===== config.mk =====
export PLATFORM = sky130hd
export DESIGN_NAME = iir_df2_cfg
export DESIGN_NICKNAME = d
export VERILOG_FILES = /design/src/design/assert_macros.svh /design/src/design/iir_df2_pkg.sv /design/src/design/iir_df2_cfg.sv
export SDC_FILE = /design/constraint.sdc
export NUM_CORES = 1
export LEC_CHECK = 0
export ABC_AREA = 1
export BUFFER_PORTS_ARGS = -buffer_cell sky130_fd_sc_hd__buf_2
export CORE_MARGIN = 2
export CORE_UTILIZATION = 51
export DETAILED_ROUTE_END_ITERATION = 6
export PLACE_DENSITY = 0.8
export SLEW_MARGIN = 25
export SYNTH_ARGS = -nofsm -noshare
export SYNTH_HDL_FRONTEND = slang
export SYNTH_SLANG_ARGS = --single-unit

===== constraint.sdc =====
create_clock -name clk -period 1.42 [get_ports clk]
set_input_delay 0.284 -clock clk [delete_from_list [all_inputs] [get_ports clk]]
set_output_delay 0.284 -clock clk [all_outputs]
set_load 0.005 [all_outputs]

===== src/design/assert_macros.svh =====
// Assertion helpers shared by the filter modules.
`ifndef ASSERT_MACROS_SVH
`define ASSERT_MACROS_SVH

// Checked at every clock edge outside reset.
`define ASSERT_CLK(name, prop, msg) \
  name: assert property (@(posedge clk) disable iff (rst) prop) \
    else $error(msg);

// Checked at every clock edge, reset included.
`define ASSERT_ALWAYS(name, prop, msg) \
  name: assert property (@(posedge clk) prop) \
    else $error(msg);

`endif


===== src/design/iir_df2_pkg.sv =====
package iir_df2_pkg;

  // Widths of the fixed-point words
  localparam int SAMPLE_W = 16;
  localparam int COEF_W   = 24;
  localparam int STATE_W  = 40;
  localparam int ORDER_W  = 3;
  localparam int CFG_IDX_W = 3;
  localparam int NUM_FB   = 4;

  // Register map
  localparam logic [CFG_IDX_W-1:0] REG_ORDER  = 3'd0;
  localparam logic [CFG_IDX_W-1:0] REG_SCALE  = 3'd1;
  localparam logic [CFG_IDX_W-1:0] REG_FB0    = 3'd2;
  localparam logic [CFG_IDX_W-1:0] REG_FB1    = 3'd3;
  localparam logic [CFG_IDX_W-1:0] REG_FB2    = 3'd4;
  localparam logic [CFG_IDX_W-1:0] REG_FB3    = 3'd5;
  localparam logic [CFG_IDX_W-1:0] REG_MIDDLE = 3'd6;

  // Reset values
  localparam logic [ORDER_W-1:0]  ORDER_RST  = 3'd2;
  localparam logic [COEF_W-1:0]   SCALE_RST  = 24'h10_0000;  // 1.0 in Q4.20
  localparam logic [SAMPLE_W-1:0] MIDDLE_RST = 16'd2;

  // Order limits; order four uses the fixed binomial numerator
  localparam logic [ORDER_W-1:0] ORDER_MIN  = 3'd2;
  localparam logic [ORDER_W-1:0] ORDER_FULL = 3'd4;

  // Saturation bounds of the state word, Q24.16
  localparam logic signed [47:0] W_MAX = 48'sh00_7F_FFFF_FFFF;
  localparam logic signed [47:0] W_MIN = -48'sh00_80_0000_0000;

  // Saturation bounds of the output sample
  localparam logic signed [42:0] Y_MAX = 43'sd32767;
  localparam logic signed [42:0] Y_MIN = -43'sd32768;

  // Decoded configuration, effective order already clamped
  typedef struct packed {
    logic [ORDER_W-1:0]             order;
    logic [COEF_W-1:0]              input_scale;
    logic [NUM_FB-1:0][COEF_W-1:0]  fb_coef;
    logic [SAMPLE_W-1:0]            middle_tap;
  } cfg_t;

  // Delay taps before the shift, plus the new state value w
  typedef struct packed {
    logic [NUM_FB-1:0][STATE_W-1:0] d;
    logic [STATE_W-1:0]             w;
  } stage_t;

endpackage


===== src/design/iir_df2_cfg.sv =====
module iir_df2_cfg #(
  parameter int NTAP = 4
) (
  input  logic                                 clk,
  input  logic                                 rst,
  input  logic                                 cfg_we,
  input  logic [iir_df2_pkg::CFG_IDX_W-1:0]    cfg_index,
  input  logic [iir_df2_pkg::COEF_W-1:0]       cfg_wdata,
  output iir_df2_pkg::cfg_t                    cfg
);

  logic [iir_df2_pkg::ORDER_W-1:0]                          order_raw;
  logic [iir_df2_pkg::COEF_W-1:0]                           input_scale;
  logic [iir_df2_pkg::NUM_FB-1:0][iir_df2_pkg::COEF_W-1:0]  fb_coef;
  logic [iir_df2_pkg::SAMPLE_W-1:0]                         middle_tap;

  // Register file
  always_ff @(posedge clk) begin
    if (rst) begin
      order_raw   <= iir_df2_pkg::ORDER_RST;
      input_scale <= iir_df2_pkg::SCALE_RST;
      fb_coef     <= '0;
      middle_tap  <= iir_df2_pkg::MIDDLE_RST;
    end else if (cfg_we) begin
      unique case (cfg_index)
        iir_df2_pkg::REG_ORDER:  order_raw   <= cfg_wdata[iir_df2_pkg::ORDER_W-1:0];
        iir_df2_pkg::REG_SCALE:  input_scale <= cfg_wdata;
        iir_df2_pkg::REG_FB0:    fb_coef[0]  <= cfg_wdata;
        iir_df2_pkg::REG_FB1:    fb_coef[1]  <= cfg_wdata;
        iir_df2_pkg::REG_FB2:    fb_coef[2]  <= cfg_wdata;
        iir_df2_pkg::REG_FB3:    fb_coef[3]  <= cfg_wdata;
        iir_df2_pkg::REG_MIDDLE: middle_tap  <= cfg_wdata[iir_df2_pkg::SAMPLE_W-1:0];
        default: ;  // unmapped index, write dropped
      endcase
    end
  end

  // Clamp order into [2, NTAP]
  always_comb begin
    cfg.input_scale = input_scale;
    cfg.fb_coef     = fb_coef;
    cfg.middle_tap  = middle_tap;
    priority if (order_raw < iir_df2_pkg::ORDER_MIN) begin
      cfg.order = iir_df2_pkg::ORDER_MIN;
    end else if (order_raw > iir_df2_pkg::ORDER_W'(NTAP)) begin
      cfg.order = iir_df2_pkg::ORDER_W'(NTAP);
    end else begin
      cfg.order = order_raw;
    end
  end

endmodule


# [Word-level counts from Yosys, hierarchy flattened]
# Index checks and enable logic that the tools add are counted.
[totals] inputBits=30 out_inout_bits=139 ff_bits=139 word_cells=25
[classes] n_eq_ne=6 reduce_logical=8 order_cmp=2 mux=2
[op_table] op="$reduce_and A2 Y1" count=7
[op_table] op="$eq A3 B3 Y1 const B" count=3
[op_table] op="$eq A3 B2 Y1 const B" count=2
[op_table] op="$mux W3" count=2
[op_table] op="$eq A3 B1 Y1 const B" count=1
[op_table] op="$gt A3 B3 Y1 const B" count=1
[op_table] op="$logic_not A3 Y1" count=1
[op_table] op="$lt A3 B2 Y1 const B" count=1

# [Depth between registers and ports, before layout]
# Gate-level depths: netlist (run 1).
[logic_depth] ltp_word=3 depth_mapped=7 depth_no_buf=5

# [Worst setup path before layout (run 1)]
# Ideal clock, no wire load.
[synth_path] path_type="input to register" startpoint="input cfg_we" endpoint="register fb_coef, in the netlist cfg[100]" setup_ns=0.113 path_slack_ns=0.305 arrival_ns=1.002 n_path_buf=1 required_ns=1.307 cell_stages=6 path_cell_list="nand2_1 > inv_2 > buf_2 > nand3_1 > nand2_1 > nor2_1"
[synth_via] elab_chain_cells=1
[synth_lines] element="start, declared" line="iir_df2_cfg.sv:6" source="input logic cfg_we,"
[synth_lines] element="$reduce_and A2 Y1 (no line)"
[synth_lines] element="end, declared" line="iir_df2_cfg.sv:14" source="logic [iir_df2_pkg::NUM_FB-1:0][iir_df2_pkg::COEF_W-1:0] fb_coef;"
# Every way passes these cells.
# A chain may end at the register's enable or synchronous reset.

==> results by group, run 1 <==
Route
  • DRC errors left: 0
  • Routed Antenna Nets: 0
  • Pre-antenna DRT Iters: 5
  • WL per Instance: 14.6 µm
  • DRT iter0 DRCs: 344
  • Routed WL: 16.1 mm
  • Vias/cell: 5.09
  • Via count: 5610

Cells and area
  • Layout area overhead: 30.4%
  • Final Core Density: 0.678
  • Layout Nets: 982
  • Antenna diode instance count: 0
  • Post-route cell area: 7280 µm²
  • Proportion of layout cells with a drive suffix above 1: 0.244
  • Multi-input logic area: 2400 µm²
  • Fill cell total of the finished layout: 1011
  • Seq. cell area: 2790 µm²
  • Non-Filler Instances: 1103

Min path
  • Hold Crit Class: input pin to flop
  • Endpoint, Worst Hold: order_raw[1]
  • Hold path cells: 3
  • Min-delay src: cfg_wdata[1]

Clock network
  • CTS tree: built
  • Clock slew at reported path FFs: 0.06 ns
  • Clk Latency, worst-skew pair: 0.50 ns
  • CTS max path bufs: 2
  • Post-CTS Setup Repair Bufs: 0
  • CTS Root Cell: clkbuf_8
  • # clock sinks: 139
  • Total CTS buffers: 17
  • H-tree depth: 4

Setup path
  • Crit-path cells: nand2_1, nor2_1, buf_2
  • Worst reg2reg path depth: 2
  • Worst R2R End: cfg[38]
  • Critical Path AT: 1.09 ns
  • CP max stage cell: dfxtp_2
  • Critical Path Sink Type: output pin
  • Worst R2R Setup Slack: 0.79 ns
  • Critical Path Start Type: flop
  • Setup CP Type: flop to output pin
  • Worst Path Buf+Inv: 1
  • CP top delay family: flip-flops
  • Max incr delay on CP: 0.33 ns
  • Critical Path Fanout Max: 2
  • Origin of the critical flop-to-flop path: cfg[38]
  • Worst path required time: 1.14 ns

Timing
  • PnR worst setup slack: 0.0414 ns
  • Hold WS: 0.0411 ns
  • Setup TNS: 0 ns
  • Final slew viol count: 0
  • Final Skew: 0 ns
  • Max_slew headroom: 0.732
  • Crit path time final: 1.38 ns
  • RSZ-0062 raised after global routing: yes
  • Least-Margin Pin Slew: 0.401 ns
  • Final hold violations: 0
  • Final setup violating endpoints: 0
  • Fmax: 725 MHz
  • Fin crit share: 0.971

Synthesis
  • Most frequent cell after synthesis: nor2_1
  • Syn avg cell area: 6.99 µm²
  • Post-synth EDFFs: 0
  • Area leader, netlist: dfxtp_1
  • Share of the synthesized area in the top cell type: 0.498
  • Yosys synthesis warning count: 0
  • Sequential fraction of the synthesis area: 0.498
  • Syn Nets: 829
  • Synth top area cells: dfxtp_1 50%, nor2_1 18%, nand3_1 12%
  • Mapped cell area: 5590 µm²
  • Synth Instances: 799
  • Post-synth cell types: 15
  • Commonest cells in the netlist: 275 x nor2_1, 149 x nand2_1, 139 x dfxtp_1, 139 x nand3_1, 28 x inv_1
  • FFs w/ async S/R, synth: 0
  • Synth Flop Type: dfxtp_1
  • Yosys reg bits: 139

Die
  • Die area: 11800 µm²
  • Die height: 109 µm
  • # IOs: 169
  • Cell row count: 38
  • Starting Density: 0.520
  • Die width: 109 µm
  • Core Box Area: 10700 µm²

Power
  • Total Power: 9.69 mW
  • Pleak: 3.59 nW
  • Pwr per Cell Area: 1330 nW/µm²
  • Peak supply drop: 0.000741 V

Global routing
  • Grt met2 use: 0.442
  • Grt ovf: 0
  • Vias in the first global route: 4865
  • Grt met1 use: 0.367
  • First-pass GRT wire length: 24.8 mm
  • Pin count of the biggest net entering global routing: 58
  • Busiest grt layer: met2
  • Gr usage total: 0.274
  • Initial antenna violation count: 0
  • Met3 usage: 0.0508

Place
  • Pre-CTS setup slack: 0.107 ns
  • Final GP Congestion: 0.805
  • Port Buffers: 168
  • Post-Place Cell Area: 6650 µm²
  • HPWL after detailed placement: 10.5 mm
  • Dpl cells: 1072

Job
  • Max Cap Viol: 0

Outcome
  • Outcome: complete, no violations
worst register-to-register path, delay by kind of cell (launching register included):
| family | cells | cell delay [ns] |
|---|---|---|
| flip-flops | 1 | 0.33 |
| AND/OR/NAND/NOR | 2 | 0.20 |
sequential cells by signal (all words and copies together) (netlist names):
register and cells:
middle_tap 16, input_scale 24, cfg 96, order_raw 3
routing by layer:
layer,part of all wire,vias up
met1,0.43,2565
met3,0.069,27
met5,0,-
li1,-,2786
met4,0.019,0
met2,0.48,232
placed cells by master (no fill, tap or decap), drive strengths merged:
cell type / netlist / routed
nand3: 139 / 139
nand2: 150 / 150
clkinvlp: 0 / 2
clkinv: 0 / 4
bufinv: 0 / 4
buf: 49 / 187
dfxtp: 139 / 139
o21ai: 1 / 1
nor2: 284 / 284
inv: 32 / 32
dlygate4sd3: 0 / 1
clkbuf: 5 / 20
worst max-delay path by stage:
stage | startpoint | end | slack (ns) | cells after the start
floorplan | cfg_we | cfg[100] | 0.31 | 6
global placement | cfg_index[2] | cfg[80] | 0.15 | 7
detailed placement | cfg_index[2] | cfg[96] | 0.11 | 7
CTS | order_raw[2] | cfg[136] | 0.003 | 2
global route | order_raw[1] | cfg[136] | -0.02 | 3
finish | order_raw[1] | cfg[136] | 0.04 | 3
logic make-up (layout without fill, tap and decap cells):
family / count (synthesis) / in the layout / synth area share
simple gates: 573 / 573 / 0.426
flops: 139 / 139 / 0.498
buf+inv: 86 / 250 / 0.0748
compound gates: 1 / 1 / 0.000895
what timing repair did:
item / 4_1_cts / 5_1_grt
hold endpoints to repair: 1 / 0
hold buffers: 1 / 0
resized for setup: 0 / 2
setup endpoints to repair: 0 / 2
report_power, final:
| group | internal, mW | leakage, nW | switching (mW) |
|---|---|---|---|
| clock | 2.98 | 0.299 | 1.66 |
| sequential | 4.04 | 1.13 | 0.0759 |
| combinational | 0.358 | 2.16 | 0.581 |
final cells by class:
type,instances,share of cell area
Timing Repair Buffer,188,0.162
Sequential cell,139,0.382
Multi-Input combinational cell,574,0.329
Tap cell,140,0.0241
Clock inverter,10,0.0228
Inverter,32,0.0168
Clock buffer,20,0.0625
No activity file was read; power rests on OpenSTA's default activity.
==> run 2, diff against run 1 <==
CELL_PAD_IN_SITES_DETAIL_PLACEMENT = 1   (was unset)
CELL_PAD_IN_SITES_GLOBAL_PLACEMENT = 1   (was unset)
CORE_UTILIZATION = 36   (was 51)
PLACE_DENSITY = unset   (was 0.8)
PLACE_DENSITY_LB_ADDON = 0.1   (was unset)
==> results by group, run 2 (same netlist as run 1, synthesis figures left out) <==
Clock network
  • Post-CTS sizing: 0
  • CTS tree: built
  • H-tree depth: 4
  • Total CTS buffers: 17
  • # clock sinks: 139
  • Clock slew at reported path FFs: 0.06 ns
  • CTS Root Cell: clkbuf_16
  • CTS max path bufs: 2
  • Post-CTS Setup Repair Bufs: 0
  • Clk Latency, worst-skew pair: 0.42 ns
  • # hold bufs at CTS: 0

Place
  • Post-Place Cell Area: 6680 µm²
  • Port Buffers: 168
  • Final GP Congestion: 0.793
  • HPWL after detailed placement: 13.2 mm

Global routing
  • First-pass GRT wire length: 29.4 mm
  • Initial antenna violation count: 2
  • Gr usage total: 0.234
  • Vias in the first global route: 5499
  • Grt ovf: 0
  • Pin count of the biggest net entering global routing: 51

Route
  • Vias/cell: 4.83
  • Routed WL: 19.0 mm
  • Pre-antenna DRT Iters: 4
  • DRC errors left: 0
  • Routed Antenna Nets: 0
  • DRT iter0 DRCs: 321
  • Via count: 5573
  • WL per Instance: 16.5 µm

Setup path
  • Critical Path AT: 1.06 ns
  • Worst reg2reg path depth: 2
  • Worst R2R Setup Slack: 0.76 ns
  • Critical Path Sink Type: output pin
  • Worst path required time: 1.14 ns
  • Crit-path cells: nor2_1, buf_2
  • Critical Path Start Type: flop
  • Critical Path Fanout Max: 4
  • Worst R2R End: order_raw[2]
  • Crit. Startpoint: order_raw[2]
  • Worst Path Buf+Inv: 1
  • Crit path depth: 2
  • Setup CP Type: flop to output pin
  • CP top delay family: flip-flops
  • CP max stage cell: dfxtp_1
  • CP Capture Point: cfg[136]
  • Origin of the critical flop-to-flop path: order_raw[2]
  • Max incr delay on CP: 0.43 ns

Outcome
  • Outcome: complete, no violations

Timing
  • RSZ-0062 raised after global routing: no
  • Fin crit share: 0.946
  • Final Skew: 0 ns
  • Final setup violating endpoints: 0
  • Final slew viol count: 0
  • Hold WS: 0.103 ns
  • Final hold violations: 0
  • Least-Margin Pin Slew: 0.460 ns
  • Crit path time final: 1.34 ns
  • Max_slew headroom: 0.693
  • Setup TNS: 0 ns
  • Fmax: 744 MHz

Die
  • Core Box Area: 15200 µm²
  • Die height: 129 µm
  • Die area: 16500 µm²
  • Starting Density: 0.367
  • Cell row count: 45
  • Die width: 129 µm
  • # IOs: 169

Power
  • Pwr per Cell Area: 1340 nW/µm²
  • Pleak: 3.58 nW
  • Peak supply drop: 0.000848 V

Cells and area
  • Multi-input logic area: 2400 µm²
  • Commonest cells after routing, fill and taps aside: 274 x nor2_1, 168 x buf_2, 149 x nand2_1, 139 x nand3_1, 139 x dfxtp_1
  • Post-route cell area: 7300 µm²
  • Layout Nets: 981
  • Layout area overhead: 30.7%
  • Fill cell total of the finished layout: 1977
  • Seq. cell area: 2780 µm²
  • Commonest non-fill, non-tap cell in the layout: nor2_1
  • Proportion of layout cells with a drive suffix above 1: 0.239
  • Largest register FFs: 96

Min path
  • Hold Crit Class: input pin to flop
  • Min-delay src: cfg_wdata[20]

Job
  • Max Cap Viol: 0
-- run 2: layout make-up --
| cell class | count | area share |
|---|---|---|
| Antenna cell | 1 | 0.000343 |
| Clock buffer | 24 | 0.0646 |
| Clock inverter | 8 | 0.0192 |
| Inverter | 32 | 0.0168 |
| Multi-Input combinational cell | 574 | 0.328 |
| Sequential cell | 139 | 0.381 |
| Tap cell | 188 | 0.0322 |
| Timing Repair Buffer | 187 | 0.157 |
-- run 2: tightest hold or removal path, cell delays in order --
cell     delay, ns
buf_2         0.09
nand2_1       0.05
nand3_1       0.06
-- run 2: through the flow --
stage | total power, mW | setup slack [ns] | utilization | instances
floorplan | 4.74 | 0.305 | - | 799
global placement | 5.12 | 0.0741 | 0.440 | 1120
detailed placement | 5.16 | 0.0159 | 0.440 | 1120
CTS | 9.83 | 0.0635 | 0.480 | 1152
global route | 10.1 | 0.0199 | 0.480 | 1153
finish | 9.76 | 0.0762 | 0.480 | 1153
-- run 2: power breakdown --
| part | internal (mW) | switching, mW | total [mW] | leakage [nW] |
|---|---|---|---|---|
| registers | 4.04 | 0.0770 | 4.12 | 1.13 |
| clock network | 3.02 | 1.67 | 4.69 | 0.302 |
| logic | 0.348 | 0.606 | 0.954 | 2.15 |
| total | 7.41 | 2.35 | 9.76 | 3.58 |
-- run 2: worst min-delay path by stage --
stage | to | slack (ns) | cells after the start
global placement | order_raw[1] | 0.46 | 2
CTS | input_scale[20] | 0.08 | 3
global route | input_scale[20] | 0.10 | 3
floorplan | input_scale[20] | 0.40 | 2
detailed placement | cfg[33] | 0.47 | 2
finish | input_scale[20] | 0.10 | 3
-- run 2: per-layer routing --
layer	vias to the layer above	part of all wire	global-route usage	routed length [µm]
met2	153	0.51	0.410	9650
met4	0	0.013	0.0703	240
met5	-	0	0	0
met1	2617	0.42	0.284	8050
li1	2785	-	-	-
met3	18	0.056	0.0561	1070
